**src/rtl/core/rgps_pkg.sv**
```systemverilog
// ----------------------------------------------------------------------------
// rgps_pkg
// Shared types and constants of the radial glow pixel shader.
// ----------------------------------------------------------------------------
package rgps_pkg;

  localparam int unsigned FRAME_WIDTH  = 320;
  localparam int unsigned FRAME_HEIGHT = 240;

  localparam int unsigned SQ_W      = 28;
  localparam int unsigned RECIP_W   = 21;
  localparam int unsigned DIV_STEPS = RECIP_W;
  localparam int unsigned CNT_W     = $clog2(DIV_STEPS);

  localparam logic [12:0]        HALO_GAP       = 13'd16;
  localparam logic [SQ_W-1:0]    HALO_SQ_RESET  = 28'd256;
  localparam logic [RECIP_W-1:0] RECIP_RESET    = 21'd4096;
  localparam logic [SQ_W-1:0]    RECIP_ONE      = 28'd1048576;
  localparam logic [5:0]         ALPHA_OPAQUE   = 6'd32;
  localparam logic [11:0]        BLEND_ROUND    = 12'd16;

  typedef enum logic [2:0] {
    CfgCenterX    = 3'd0,
    CfgCenterY    = 3'd1,
    CfgCoreRadius = 3'd2,
    CfgHaloRadius = 3'd3,
    CfgGlowColor  = 3'd4,
    CfgCoreAlpha  = 3'd5
  } rgps_cfg_idx_e;

  typedef struct packed {
    logic signed [14:0] center_x;
    logic signed [14:0] center_y;
    logic [15:0]        glow_color;
    logic [5:0]         peak_alpha;
    logic [SQ_W-1:0]    core_sq;
    logic [SQ_W-1:0]    halo_sq;
    logic [RECIP_W-1:0] recip;
  } rgps_cfg_t;

  typedef struct packed {
    logic            valid;
    logic            hit;
    logic            band;
    logic [SQ_W-1:0] diff;
    logic [15:0]     bg;
  } rgps_dist_t;

  typedef struct packed {
    logic        valid;
    logic        written;
    logic [5:0]  alpha;
    logic [15:0] bg;
  } rgps_shade_t;

endpackage

```
**src/rtl/core/rgps_derive.sv**
```systemverilog
// ----------------------------------------------------------------------------
// rgps_derive
// Configuration registers and the derived radii squares and band reciprocal,
// found by a restoring divider one quotient bit per cycle.
// ----------------------------------------------------------------------------
module rgps_derive import rgps_pkg::*; (
  input  logic        clk_i,
  input  logic        rst_ni,
  input  logic        cfg_we_i,
  input  logic [2:0]  cfg_index_i,
  input  logic [15:0] cfg_wdata_i,
  output rgps_cfg_t   cfg_o,
  output logic        busy_o
);

  typedef enum logic [4:0] {
    StIdle   = 5'b00001,
    StSquare = 5'b00010,
    StSpan   = 5'b00100,
    StPrep   = 5'b01000,
    StDivide = 5'b10000
  } rgps_div_state_e;

  rgps_div_state_e state_q, state_d;

  logic signed [14:0] center_x_q, center_y_q;
  logic [12:0]        core_r_q, halo_r_q;
  logic [15:0]        color_q;
  logic [5:0]         alpha_q;
  logic               start;

  logic [SQ_W-1:0]    core_sq_q, halo_sq_q, span_q, rem_q;
  logic [RECIP_W-1:0] recip_q, sh_q;
  logic [CNT_W-1:0]   cnt_q;

  logic [13:0]        halo_eff;
  logic [SQ_W-1:0]    num;
  logic [SQ_W:0]      trial;
  logic               qbit;

  always_comb begin
    start = 1'b0;
    if (cfg_we_i) begin
      unique case (cfg_index_i)
        CfgCenterX, CfgCenterY, CfgCoreRadius,
        CfgHaloRadius, CfgGlowColor, CfgCoreAlpha: start = 1'b1;
        default: start = 1'b0;
      endcase
    end
  end

  always_ff @(posedge clk_i or negedge rst_ni) begin
    if (!rst_ni) begin
      center_x_q <= '0;
      center_y_q <= '0;
      core_r_q   <= '0;
      halo_r_q   <= HALO_GAP;
      color_q    <= '0;
      alpha_q    <= ALPHA_OPAQUE;
    end else if (cfg_we_i) begin
      unique case (cfg_index_i)
        CfgCenterX:    center_x_q <= cfg_wdata_i[14:0];
        CfgCenterY:    center_y_q <= cfg_wdata_i[14:0];
        CfgCoreRadius: core_r_q   <= cfg_wdata_i[12:0];
        CfgHaloRadius: halo_r_q   <= cfg_wdata_i[12:0];
        CfgGlowColor:  color_q    <= cfg_wdata_i;
        CfgCoreAlpha:  alpha_q    <= cfg_wdata_i[5:0];
        default: ;
      endcase
    end
  end

  assign halo_eff = (halo_r_q <= core_r_q) ? ({1'b0, core_r_q} + {1'b0, HALO_GAP})
                                           : {1'b0, halo_r_q};
  assign num      = RECIP_ONE + span_q - 28'd1;
  assign trial    = {rem_q, sh_q[RECIP_W-1]} - {1'b0, span_q};
  assign qbit     = !trial[SQ_W];

  always_comb begin
    state_d = state_q;
    unique case (state_q)
      StIdle:   state_d = StIdle;
      StSquare: state_d = StSpan;
      StSpan:   state_d = StPrep;
      StPrep:   state_d = StDivide;
      StDivide: if (cnt_q == CNT_W'(DIV_STEPS - 1)) state_d = StIdle;
      default:  state_d = StIdle;
    endcase
    if (start) state_d = StSquare;
  end

  always_ff @(posedge clk_i or negedge rst_ni) begin
    if (!rst_ni) begin
      state_q   <= StIdle;
      core_sq_q <= '0;
      halo_sq_q <= HALO_SQ_RESET;
      recip_q   <= RECIP_RESET;
      cnt_q     <= '0;
    end else begin
      state_q <= state_d;
      if (state_q == StSquare) begin
        core_sq_q <= SQ_W'(core_r_q * core_r_q);
        halo_sq_q <= SQ_W'(halo_eff * halo_eff);
      end
      if (state_q == StPrep) begin
        cnt_q <= '0;
      end else if (state_q == StDivide) begin
        cnt_q <= cnt_q + CNT_W'(1);
        if (cnt_q == CNT_W'(DIV_STEPS - 1)) recip_q <= {sh_q[RECIP_W-2:0], qbit};
      end
    end
  end

  always_ff @(posedge clk_i) begin
    if (state_q == StSpan) begin
      span_q <= halo_sq_q - core_sq_q;
    end
    if (state_q == StPrep) begin
      rem_q <= {{RECIP_W{1'b0}}, num[SQ_W-1:RECIP_W]};
      sh_q  <= num[RECIP_W-1:0];
    end else if (state_q == StDivide) begin
      if (qbit) rem_q <= trial[SQ_W-1:0];
      else      rem_q <= {rem_q[SQ_W-2:0], sh_q[RECIP_W-1]};
      sh_q <= {sh_q[RECIP_W-2:0], qbit};
    end
  end

  assign busy_o = (state_q != StIdle);

  assign cfg_o.center_x   = center_x_q;
  assign cfg_o.center_y   = center_y_q;
  assign cfg_o.glow_color = color_q;
  assign cfg_o.peak_alpha = alpha_q;
  assign cfg_o.core_sq    = core_sq_q;
  assign cfg_o.halo_sq    = halo_sq_q;
  assign cfg_o.recip      = recip_q;

endmodule

```
**src/rtl/core/rgps_dist.sv**
```systemverilog
// ----------------------------------------------------------------------------
// rgps_dist
// Frame check, squared Q4 distance to the glow centre and band selection,
// four register stages.
// ----------------------------------------------------------------------------
module rgps_dist import rgps_pkg::*; (
  input  logic       clk_i,
  input  logic       rst_ni,
  input  logic       en_i,
  input  logic       valid_i,
  input  logic [8:0] pixel_x_i,
  input  logic [7:0] pixel_y_i,
  input  logic [15:0] background_i,
  input  rgps_cfg_t  cfg_i,
  output rgps_dist_t dist_o
);

  logic [3:0]         v_q;
  logic [15:0]        bg1_q, bg2_q, bg3_q, bg4_q;
  logic               fr1_q, fr2_q, fr3_q;
  logic signed [16:0] dx_q, dy_q;
  logic [29:0]        sqx_q, sqy_q;
  logic [30:0]        d2_q;
  logic               hit_q, band_q;
  logic [SQ_W-1:0]    diff_q;

  logic [12:0]        px_c, py_c;
  logic signed [16:0] dx, dy;
  logic signed [33:0] sqx, sqy;
  logic               in_frame;

  assign px_c     = {pixel_x_i, 4'b1000};
  assign py_c     = {1'b0, pixel_y_i, 4'b1000};
  assign dx       = $signed({4'b0, px_c}) - $signed({{2{cfg_i.center_x[14]}}, cfg_i.center_x});
  assign dy       = $signed({4'b0, py_c}) - $signed({{2{cfg_i.center_y[14]}}, cfg_i.center_y});
  assign in_frame = ({4'b0, pixel_x_i} < 13'(FRAME_WIDTH)) &&
                    ({5'b0, pixel_y_i} < 13'(FRAME_HEIGHT));
  assign sqx      = dx_q * dx_q;
  assign sqy      = dy_q * dy_q;

  always_ff @(posedge clk_i or negedge rst_ni) begin
    if (!rst_ni) begin
      v_q <= '0;
    end else if (en_i) begin
      v_q <= {v_q[2:0], valid_i};
    end
  end

  always_ff @(posedge clk_i) begin
    if (en_i) begin
      bg1_q  <= background_i;
      fr1_q  <= in_frame;
      dx_q   <= dx;
      dy_q   <= dy;
      bg2_q  <= bg1_q;
      fr2_q  <= fr1_q;
      sqx_q  <= sqx[29:0];
      sqy_q  <= sqy[29:0];
      bg3_q  <= bg2_q;
      fr3_q  <= fr2_q;
      d2_q   <= {1'b0, sqx_q} + {1'b0, sqy_q};
      bg4_q  <= bg3_q;
      hit_q  <= fr3_q && (d2_q < {3'b0, cfg_i.halo_sq});
      band_q <= d2_q > {3'b0, cfg_i.core_sq};
      diff_q <= cfg_i.halo_sq - d2_q[SQ_W-1:0];
    end
  end

  assign dist_o.valid = v_q[3];
  assign dist_o.hit   = hit_q;
  assign dist_o.band  = band_q;
  assign dist_o.diff  = diff_q;
  assign dist_o.bg    = bg4_q;

endmodule

```
**src/rtl/core/rgps_alpha.sv**
```systemverilog
// ----------------------------------------------------------------------------
// rgps_alpha
// Halo falloff: band factor through split partial products, its square and
// the scaled, clamped alpha, four register stages.
// ----------------------------------------------------------------------------
module rgps_alpha import rgps_pkg::*; (
  input  logic        clk_i,
  input  logic        rst_ni,
  input  logic        en_i,
  input  rgps_dist_t  dist_i,
  input  rgps_cfg_t   cfg_i,
  output rgps_shade_t shade_o
);

  localparam int unsigned HalfW = SQ_W / 2;

  logic [3:0]       v_q;
  logic [2:0]       hit_q, band_q;
  logic [15:0]      bg5_q, bg6_q, bg7_q, bg8_q;
  logic [SQ_W-1:0]  plo_q;
  logic [HalfW-1:0] phi_q;
  logic [15:0]      f_q;
  logic [23:0]      fsq_q;
  logic             wr_q;
  logic [5:0]       alpha_q;

  logic [SQ_W-1:0]  prod;
  logic [31:0]      fsq;
  logic [29:0]      pa;
  logic [21:0]      a_sc;
  logic [5:0]       a_sel;

  assign prod  = plo_q + {phi_q, {HalfW{1'b0}}};
  assign fsq   = f_q * f_q;
  assign pa    = fsq_q * cfg_i.peak_alpha;
  assign a_sc  = pa[29:8];
  assign a_sel = !band_q[2] ? cfg_i.peak_alpha :
                 (a_sc > {16'b0, cfg_i.peak_alpha}) ? cfg_i.peak_alpha : a_sc[5:0];

  always_ff @(posedge clk_i or negedge rst_ni) begin
    if (!rst_ni) begin
      v_q <= '0;
    end else if (en_i) begin
      v_q <= {v_q[2:0], dist_i.valid};
    end
  end

  always_ff @(posedge clk_i) begin
    if (en_i) begin
      plo_q   <= SQ_W'(dist_i.diff[HalfW-1:0] * cfg_i.recip);
      phi_q   <= HalfW'(dist_i.diff[SQ_W-1:HalfW] * cfg_i.recip);
      hit_q   <= {hit_q[1:0], dist_i.hit};
      band_q  <= {band_q[1:0], dist_i.band};
      bg5_q   <= dist_i.bg;
      f_q     <= prod[SQ_W-1:12];
      bg6_q   <= bg5_q;
      fsq_q   <= fsq[31:8];
      bg7_q   <= bg6_q;
      alpha_q <= a_sel;
      wr_q    <= hit_q[2] && (a_sel != 6'd0);
      bg8_q   <= bg7_q;
    end
  end

  assign shade_o.valid   = v_q[3];
  assign shade_o.written = wr_q;
  assign shade_o.alpha   = alpha_q;
  assign shade_o.bg      = bg8_q;

endmodule

```
**src/rtl/core/rgps_blend.sv**
```systemverilog
// ----------------------------------------------------------------------------
// rgps_blend
// Per-channel RGB565 blend of the glow colour over the background and the
// output register of the stream.
// ----------------------------------------------------------------------------
module rgps_blend import rgps_pkg::*; (
  input  logic        clk_i,
  input  logic        rst_ni,
  input  logic        en_i,
  input  rgps_shade_t shade_i,
  input  logic [15:0] glow_color_i,
  output logic        valid_o,
  output logic [15:0] pixel_o,
  output logic        written_o
);

  logic        valid_q, written_q;
  logic [15:0] pixel_q, mixed;
  logic [5:0]  inv;
  logic [11:0] r_sum, g_sum, b_sum;

  assign inv   = ALPHA_OPAQUE - shade_i.alpha;
  assign r_sum = 12'(glow_color_i[15:11] * shade_i.alpha) +
                 12'(shade_i.bg[15:11] * inv) + BLEND_ROUND;
  assign g_sum = 12'(glow_color_i[10:5] * shade_i.alpha) +
                 12'(shade_i.bg[10:5] * inv) + BLEND_ROUND;
  assign b_sum = 12'(glow_color_i[4:0] * shade_i.alpha) +
                 12'(shade_i.bg[4:0] * inv) + BLEND_ROUND;

  always_comb begin
    priority if (!shade_i.written) begin
      mixed = shade_i.bg;
    end else if (shade_i.alpha >= ALPHA_OPAQUE) begin
      mixed = glow_color_i;
    end else begin
      mixed = {r_sum[9:5], g_sum[10:5], b_sum[9:5]};
    end
  end

  always_ff @(posedge clk_i or negedge rst_ni) begin
    if (!rst_ni) begin
      valid_q <= 1'b0;
    end else if (en_i) begin
      valid_q <= shade_i.valid;
    end
  end

  always_ff @(posedge clk_i) begin
    if (en_i) begin
      pixel_q   <= mixed;
      written_q <= shade_i.written;
    end
  end

  assign valid_o   = valid_q;
  assign pixel_o   = pixel_q;
  assign written_o = written_q;

endmodule

```
**src/rtl/core/radial_glow_pixel_shader_core.sv**
```systemverilog
// An accepted item passes the distance stages, the alpha stages and the blend output register.
// Throughput: one item per cycle through the nine-stage pixel pipeline when not stalled.
// A configuration write holds off input while the squares and the
// band reciprocal are rebuilt; the divider retires one quotient bit per cycle.
// Reset is asynchronous and active low; it loads the reset configuration and its
// derived values at once, so input is taken from the first cycle after reset.
// ----------------------------------------------------------------------------
// radial_glow_pixel_shader_core
// Radial glow shader: blends a soft circular glow over an RGB565 pixel stream.
// ----------------------------------------------------------------------------
module radial_glow_pixel_shader_core import rgps_pkg::*; (
  input  logic        clk_i,
  input  logic        rst_ni,
  input  logic        cfg_we_i,
  input  logic [2:0]  cfg_index_i,
  input  logic [15:0] cfg_wdata_i,
  input  logic        s_axis_tvalid,
  output logic        s_axis_tready,
  input  logic [39:0] s_axis_tdata,   // pixel_x[8:0], pixel_y[16:9], background[32:17]
  output logic        m_axis_tvalid,
  input  logic        m_axis_tready,
  output logic [15:0] m_axis_tdata,   // pixel_out[15:0]
  output logic        m_axis_tuser    // was_written
);

  rgps_cfg_t   cfg;
  rgps_dist_t  dist_res;
  rgps_shade_t shade;
  logic        busy, en;

  assign en            = !m_axis_tvalid || m_axis_tready;
  assign s_axis_tready = en && !busy;

  rgps_derive u_derive (
    .clk_i       (clk_i),
    .rst_ni      (rst_ni),
    .cfg_we_i    (cfg_we_i),
    .cfg_index_i (cfg_index_i),
    .cfg_wdata_i (cfg_wdata_i),
    .cfg_o       (cfg),
    .busy_o      (busy)
  );

  rgps_dist u_dist (
    .clk_i        (clk_i),
    .rst_ni       (rst_ni),
    .en_i         (en),
    .valid_i      (s_axis_tvalid && s_axis_tready),
    .pixel_x_i    (s_axis_tdata[8:0]),
    .pixel_y_i    (s_axis_tdata[16:9]),
    .background_i (s_axis_tdata[32:17]),
    .cfg_i        (cfg),
    .dist_o       (dist_res)
  );

  rgps_alpha u_alpha (
    .clk_i   (clk_i),
    .rst_ni  (rst_ni),
    .en_i    (en),
    .dist_i  (dist_res),
    .cfg_i   (cfg),
    .shade_o (shade)
  );

  rgps_blend u_blend (
    .clk_i        (clk_i),
    .rst_ni       (rst_ni),
    .en_i         (en),
    .shade_i      (shade),
    .glow_color_i (cfg.glow_color),
    .valid_o      (m_axis_tvalid),
    .pixel_o      (m_axis_tdata),
    .written_o    (m_axis_tuser)
  );

endmodule

```
**config.mk**
```make
export PLATFORM = sky130hd
export DESIGN_NAME = radial_glow_pixel_shader_core
export DESIGN_NICKNAME = d
export VERILOG_FILES = /design/src/rtl/core/rgps_pkg.sv /design/src/rtl/core/rgps_derive.sv /design/src/rtl/core/rgps_dist.sv /design/src/rtl/core/rgps_alpha.sv /design/src/rtl/core/rgps_blend.sv /design/src/rtl/core/radial_glow_pixel_shader_core.sv
export SDC_FILE = /design/constraint.sdc
export NUM_CORES = 2
export LEC_CHECK = 0
export BUFFER_PORTS_ARGS = -buffer_cell sky130_fd_sc_hd__buf_2
export CORE_ASPECT_RATIO = 0.75
export CORE_MARGIN = 2
export CORE_UTILIZATION = 45
export DETAILED_ROUTE_END_ITERATION = 12
export SLEW_MARGIN = 20
export SYNTH_ARGS = -nofsm -noshare
export SYNTH_HDL_FRONTEND = slang
export SYNTH_SLANG_ARGS = --single-unit
```
**constraint.sdc**
```tcl
create_clock -name clk_i -period 18.3 [get_ports clk_i]
set_input_delay 1.83 -clock clk_i [delete_from_list [all_inputs] [get_ports clk_i]]
set_output_delay 1.83 -clock clk_i [all_outputs]
set_load 0.1 [all_outputs]
```
Word level (Yosys, flattened, before mapping) --
Cells that the tools add are included.
Storage, ports and cells: register bits after elaboration 645, input port bits 64, output and inout port bits 19, logic and storage cells 136
Cells by class: add/subtract/negate cells 18, multipliers 14, order comparisons 7, equality and inequality tests 12, mux-type cells 17, bitwise operators 1, reduce and logical (&&, ||, !) cells 20
Operators by type and width (count):
- multiplier 16 x 16 -> 30 bit | 2
- 2-to-1 mux 21 bit | 2
- multiplier 5 x 6 -> 10 bit | 4
- multiplier 16 x 16 -> 32 bit | 1
- 2-to-1 mux 16 bit | 2
- adder 30 x 30 -> 31 bit | 1
- > comparator 31 x 26 -> 1 bit | 1
- < comparator 31 x 28 -> 1 bit | 1
- multiplier 24 x 6 -> 30 bit | 1
- subtractor 29 x 28 -> 29 bit | 1
- adder 21 x 28 -> 28 bit, first input constant | 1
- adder 28 bit | 1
- multiplier 14 x 14 -> 28 bit | 1
- multiplier 14 x 21 -> 28 bit | 1
- 2-to-1 mux 28 bit | 1
- subtractor 28 x 1 -> 28 bit, second input constant | 1
- subtractor 28 x 26 -> 28 bit | 1
- subtractor 28 bit | 1
- multiplier 13 x 13 -> 26 bit | 1
- > comparator 22 x 6 -> 1 bit | 1
- multiplier 6 x 6 -> 11 bit | 2
- multiplier 14 x 21 -> 14 bit | 1
- adder 10 bit | 2
- adder 10 x 5 -> 10 bit, second input constant | 2
- 36 further kinds | 56

Longest topological paths before layout --
depth after elaboration 6, mapped depth 37, mapped depth without buffers 33

Modules after synthesis --
From an unflattened synthesis, not the netlist that was laid out.
Unflattened totals: cell total of the unflattened synthesis 8560, area total of the unflattened synthesis 84606.1 sq um
By module, submodules not included:
- rgps_dist | instances 1, cells each 2811, area each 28538.6 sq um
- rgps_alpha | instances 1, cells each 2688, area each 27034.7 sq um
- rgps_derive | instances 1, cells each 2303, area each 22291.4 sq um
- rgps_blend | instances 1, cells each 754, area each 6707.7 sq um
- radial_glow_pixel_shader_core | instances 1, cells each 4, area each 33.8 sq um

Least setup slack after synthesis --
Ideal clock, no wire load.
path kind input to register, from input port m_axis_tready, to register u_alpha.v_q[0], setup time 123 ps, data arrival time 13937 ps, setup slack 4240 ps, cell stages on the path 3, path buffers 1, cell sequence nand2b_1 -> clkbuf_1 -> mux2_2
On the way: cells in the longest elaborated chain, start to end 1
RTL lines:
- start: declaration | RTL line radial_glow_pixel_shader_core.sv:21 | input logic m_axis_tready,
- logical OR 1 bit | RTL line radial_glow_pixel_shader_core.sv:31 | assign en = !m_axis_tvalid || m_axis_tready;
- named net en | RTL line radial_glow_pixel_shader_core.sv:29 | logic busy, en;
- end signal: assignment | RTL line rgps_alpha.sv:44 | v_q <= {v_q[2:0], dist_i.valid};
- end: declaration | RTL line rgps_alpha.sv:17 | logic [3:0] v_q;
The timed path passes the listed nets, and every way through them passes these cells. A chain may end at the register's enable or synchronous reset.

Worst setup path after layout --
from register u_derive.core_r_q[6], to register u_derive.halo_sq_q[26]
On the way: cells in the longest elaborated chain, start to end 3
RTL lines:
- start: declaration | RTL line rgps_derive.sv:27 | logic [12:0] core_r_q, halo_r_q;
- start signal: assignment | RTL line rgps_derive.sv:64 | CfgCoreRadius: core_r_q <= cfg_wdata_i[12:0];
- adder 13 x 5 -> 14 bit or less-or-equal comparator 13 bit (tied branches) | RTL line rgps_derive.sv:73 | assign halo_eff = (halo_r_q <= core_r_q) ? ({1'b0, core_r_q} + {1'b0, HALO_GAP})
- 2-to-1 mux 14 bit * | RTL line rgps_derive.sv:73
- multiplier 14 x 14 -> 28 bit * | RTL line rgps_derive.sv:103 | halo_sq_q <= SQ_W'(halo_eff * halo_eff);
- end signal: assignment | RTL line rgps_derive.sv:103
- end: declaration | RTL line rgps_derive.sv:32 | logic [SQ_W-1:0] core_sq_q, halo_sq_q, span_q, rem_q;
Mark *: on every way between the ends. The rest lies on a longest branch, timed or not.

==> reports/metrics.yaml <==
outcome: "completed"
syn_to_final_growth_pct: 6.825
cts_resized: 0
drv_slew: 0
async_flop_share_pct: 27.03
grt_pass1_wl_mm: 318.9
grt_max_degree: 157
cts_tree: "done"
fmax_mhz: 96.44
synth_cells: 8385
worstPathRequired_ns: 18.83
grt_overflow: 0
dr.pass1.iters: 5
vias: 55746
worst_pin_slew_ns: 1.066
cpMostUsedCell: "fa_1"
portBuffers: 75
die_area_sq_um: 187800
ctsLongestPathBuffers: 3
place_congestion: 0.9094
start_util_pct: 45.29
path_max_fanout: 11
drcViolationCount: 0
max_slew_margin_pct: 28.95
pin_count: 83
antenna_found_initial: 9
vias_per_cell: 5.132
ctsHoldBuffers: 0
grt_pass1_vias: 59155
grt.total_usage_pct: 21.41
crit_buf_inv: 7
final-seq-area_sq_um: 17830
cts-root-buf: "clkbuf_16"
avgRoutedWirePerCell_um: 17.83
floorplan.rows: 136
setup_viol: 0
final_hold_viol_count: 0
crit_family: "compound AO/OA/AOI/OAI gates"
ys.flop_type: "edfxtp_1"
slowest_delay_ns: 0.90
finalClockSkew_ns: 0.05916
clk_latency_ns: 0.72
critPathSlowestCell: "a2111oi_0"
rsz0062_at_grt: "false"
die_h_um: 375.8
die_width_um: 499.7
synth.ff_latch_count: 629
drive_above_1_share_pct: 5.190
hold_class: "reg2reg"
tns_ns: 0
maxCapViolCount: 0
clock-sinks: 629
arrival_ns: 10.90
cp-start-kind: "flop"
synth_area_sq_um: 82920
h-tree-depth: 3
wl_mm: 193.7
fin_crit_ns: 10.37
yosysSeqAreaShare_pct: 21.51
synth.distinct_cells: 106
post_cts_buffers: 0
path_class: "reg2reg"
cts_made_buffers: 73
core_area_sq_um: 183100
layout.nets: 10602
fillers: 17062
period_share_pct: 56.66
end_kind: "flop"
first_iter_violations: 3319
multi_input_area_sq_um: 57420
clk_pin_slew_worst_paths_ns: 0.06
synth_edf_count: 438
ant_nets: 0
avgSynthCellArea_sq_um: 9.889
dp_hpwl_mm: 155.2
yosysWarnings: 0
==> cell families after synthesis <==
kind of cell,after synthesis,synth area share (%)
AO/OA/AOI/OAI,915,7.176
multiplexers,99,1.322
other,2,0.009057
flip-flops,629,21.51
adder cells (fa/ha/maj),2160,44.31
buffers and inverters,2052,9.330
AND/OR/NAND/NOR,2108,11.91
XOR/XNOR,420,4.436
==> per-layer routing <==
| metal | GRT usage [%] | up-vias | wire length (um) |
|---|---|---|---|
| met2 | 32.92 | 1272 | 85570 |
| met3 | 4.403 | 233 | 13320 |
| met4 | 4.740 | 4 | 4125 |
| li1 | - | 26177 | - |
| met5 | 0.8963 | - | 251 |
| met1 | 31.05 | 28060 | 90400 |
==> metrics by stage <==
stage	setup slack (ns)	util (%)	area, sq um	std cells	hold slack (ns)
global route	7.314	48.37	88560	10855	0.4169
global placement	8.377	46.98	86010	10718	0.4004
finish	7.931	48.38	88580	10862	0.4117
floorplan	4.240	-	82940	8390	0.4003
CTS	8.081	48.37	88560	10854	0.4127
detailed placement	8.228	46.98	86010	10718	0.4045
==> state kept, by name, summed over array words and instances, names as in the netlist, 21 cells and up <==
name,cells
u_alpha.fsq_q,24
u_derive.core_sq_q,25
u_derive.halo_sq_q,27
u_derive.recip_q,21
u_derive.rem_q,28
u_derive.sh_q,21
u_derive.span_q,28
u_dist.d2_q,31
u_dist.diff_q,28
u_dist.sqx_q,29
u_dist.sqy_q,29
==> synthesized netlist by cell type (11+ instances only) <==
master	n	area share [%]
nor3_1	76	0.46
dfrtp_1	165	5.0
nor2b_1	47	0.35
inv_1	1812	8.2
nand3_1	69	0.42
a31oi_1	18	0.14
o31ai_1	18	0.16
fa_1	1294	31
dfxtp_1	21	0.51
nor2_1	357	1.6
o21bai_1	45	0.41
nand2_1	928	4.2
and3_1	22	0.17
o211ai_1	20	0.18
xnor2_1	313	3.3
a21oi_1	257	1.6
or3_1	11	0.083
o21a_1	59	0.53
and2_1	441	3.3
mux2i_1	15	0.18
nand4_1	32	0.24
or2_2	19	0.14
nor4_1	12	0.091
xor2_1	107	1.1
o21ai_0	226	1.4
edfxtp_1	438	16
ha_1	866	13
mux2_2	84	1.1
a21o_1	105	0.95
a21boi_0	18	0.16
clkbuf_1	215	0.97
a211oi_1	24	0.22
nand2b_1	54	0.41
==> cell usage in the layout (no fill, tap or decap), types with 45 or more instances in the layout <==
cell type	count
a21oi_1	257
ha_1	866
edfxtp_1	438
xnor2_1	313
dfrtp_1	165
mux2_2	84
nand2b_1	53
o21a_1	59
clkbuf_16	75
nor3_1	74
nor2_1	357
o21ai_0	226
o21bai_1	45
inv_1	1811
nand2_1	928
nand3_1	69
a21o_1	105
buf_2	74
xor2_1	107
buf_4	65
and2_1	441
nor2b_1	47
fa_1	1294
==> cell type report <==
cell class	count	area share, %
multi-input combinational	5709	64.82
inverter	1824	7.729
tap	2415	3.411
antenna	8	0.02260
clock buffer	92	2.281
sequential	629	20.13
clock inverter	44	0.5947
timing repair buffer	141	1.007
==> final timing paths <==
| check | cells after the start | from | endpoint | slack, ns |
|---|---|---|---|---|
| setup / recovery | 30 | u_derive.core_r_q[6]$_DFFE_PN0P_ | u_derive.halo_sq_q[26]$_DFFE_PN0P_ | 7.93 |
| hold / removal | 0 | u_alpha.bg7_q[13]$_DFFE_PP_ | u_alpha.bg8_q[13]$_DFFE_PP_ | 0.41 |
| setup reg to reg | 30 | u_derive.core_r_q[6]$_DFFE_PN0P_ | u_derive.halo_sq_q[26]$_DFFE_PN0P_ | 7.93 |
| hold reg to reg | 0 | u_alpha.bg7_q[13]$_DFFE_PP_ | u_alpha.bg8_q[13]$_DFFE_PP_ | 0.41 |
| max in group asynchronous | 3 | rst_ni | u_derive.core_r_q[6]$_DFFE_PN0P_ | 15.20 |
| min in group asynchronous | 1 | rst_ni | u_alpha.v_q[2]$_DFFE_PN0P_ | 1.18 |
Power is not shown: default switching activity piles up to over one toggle a cycle in this logic, so the estimate is an artifact.
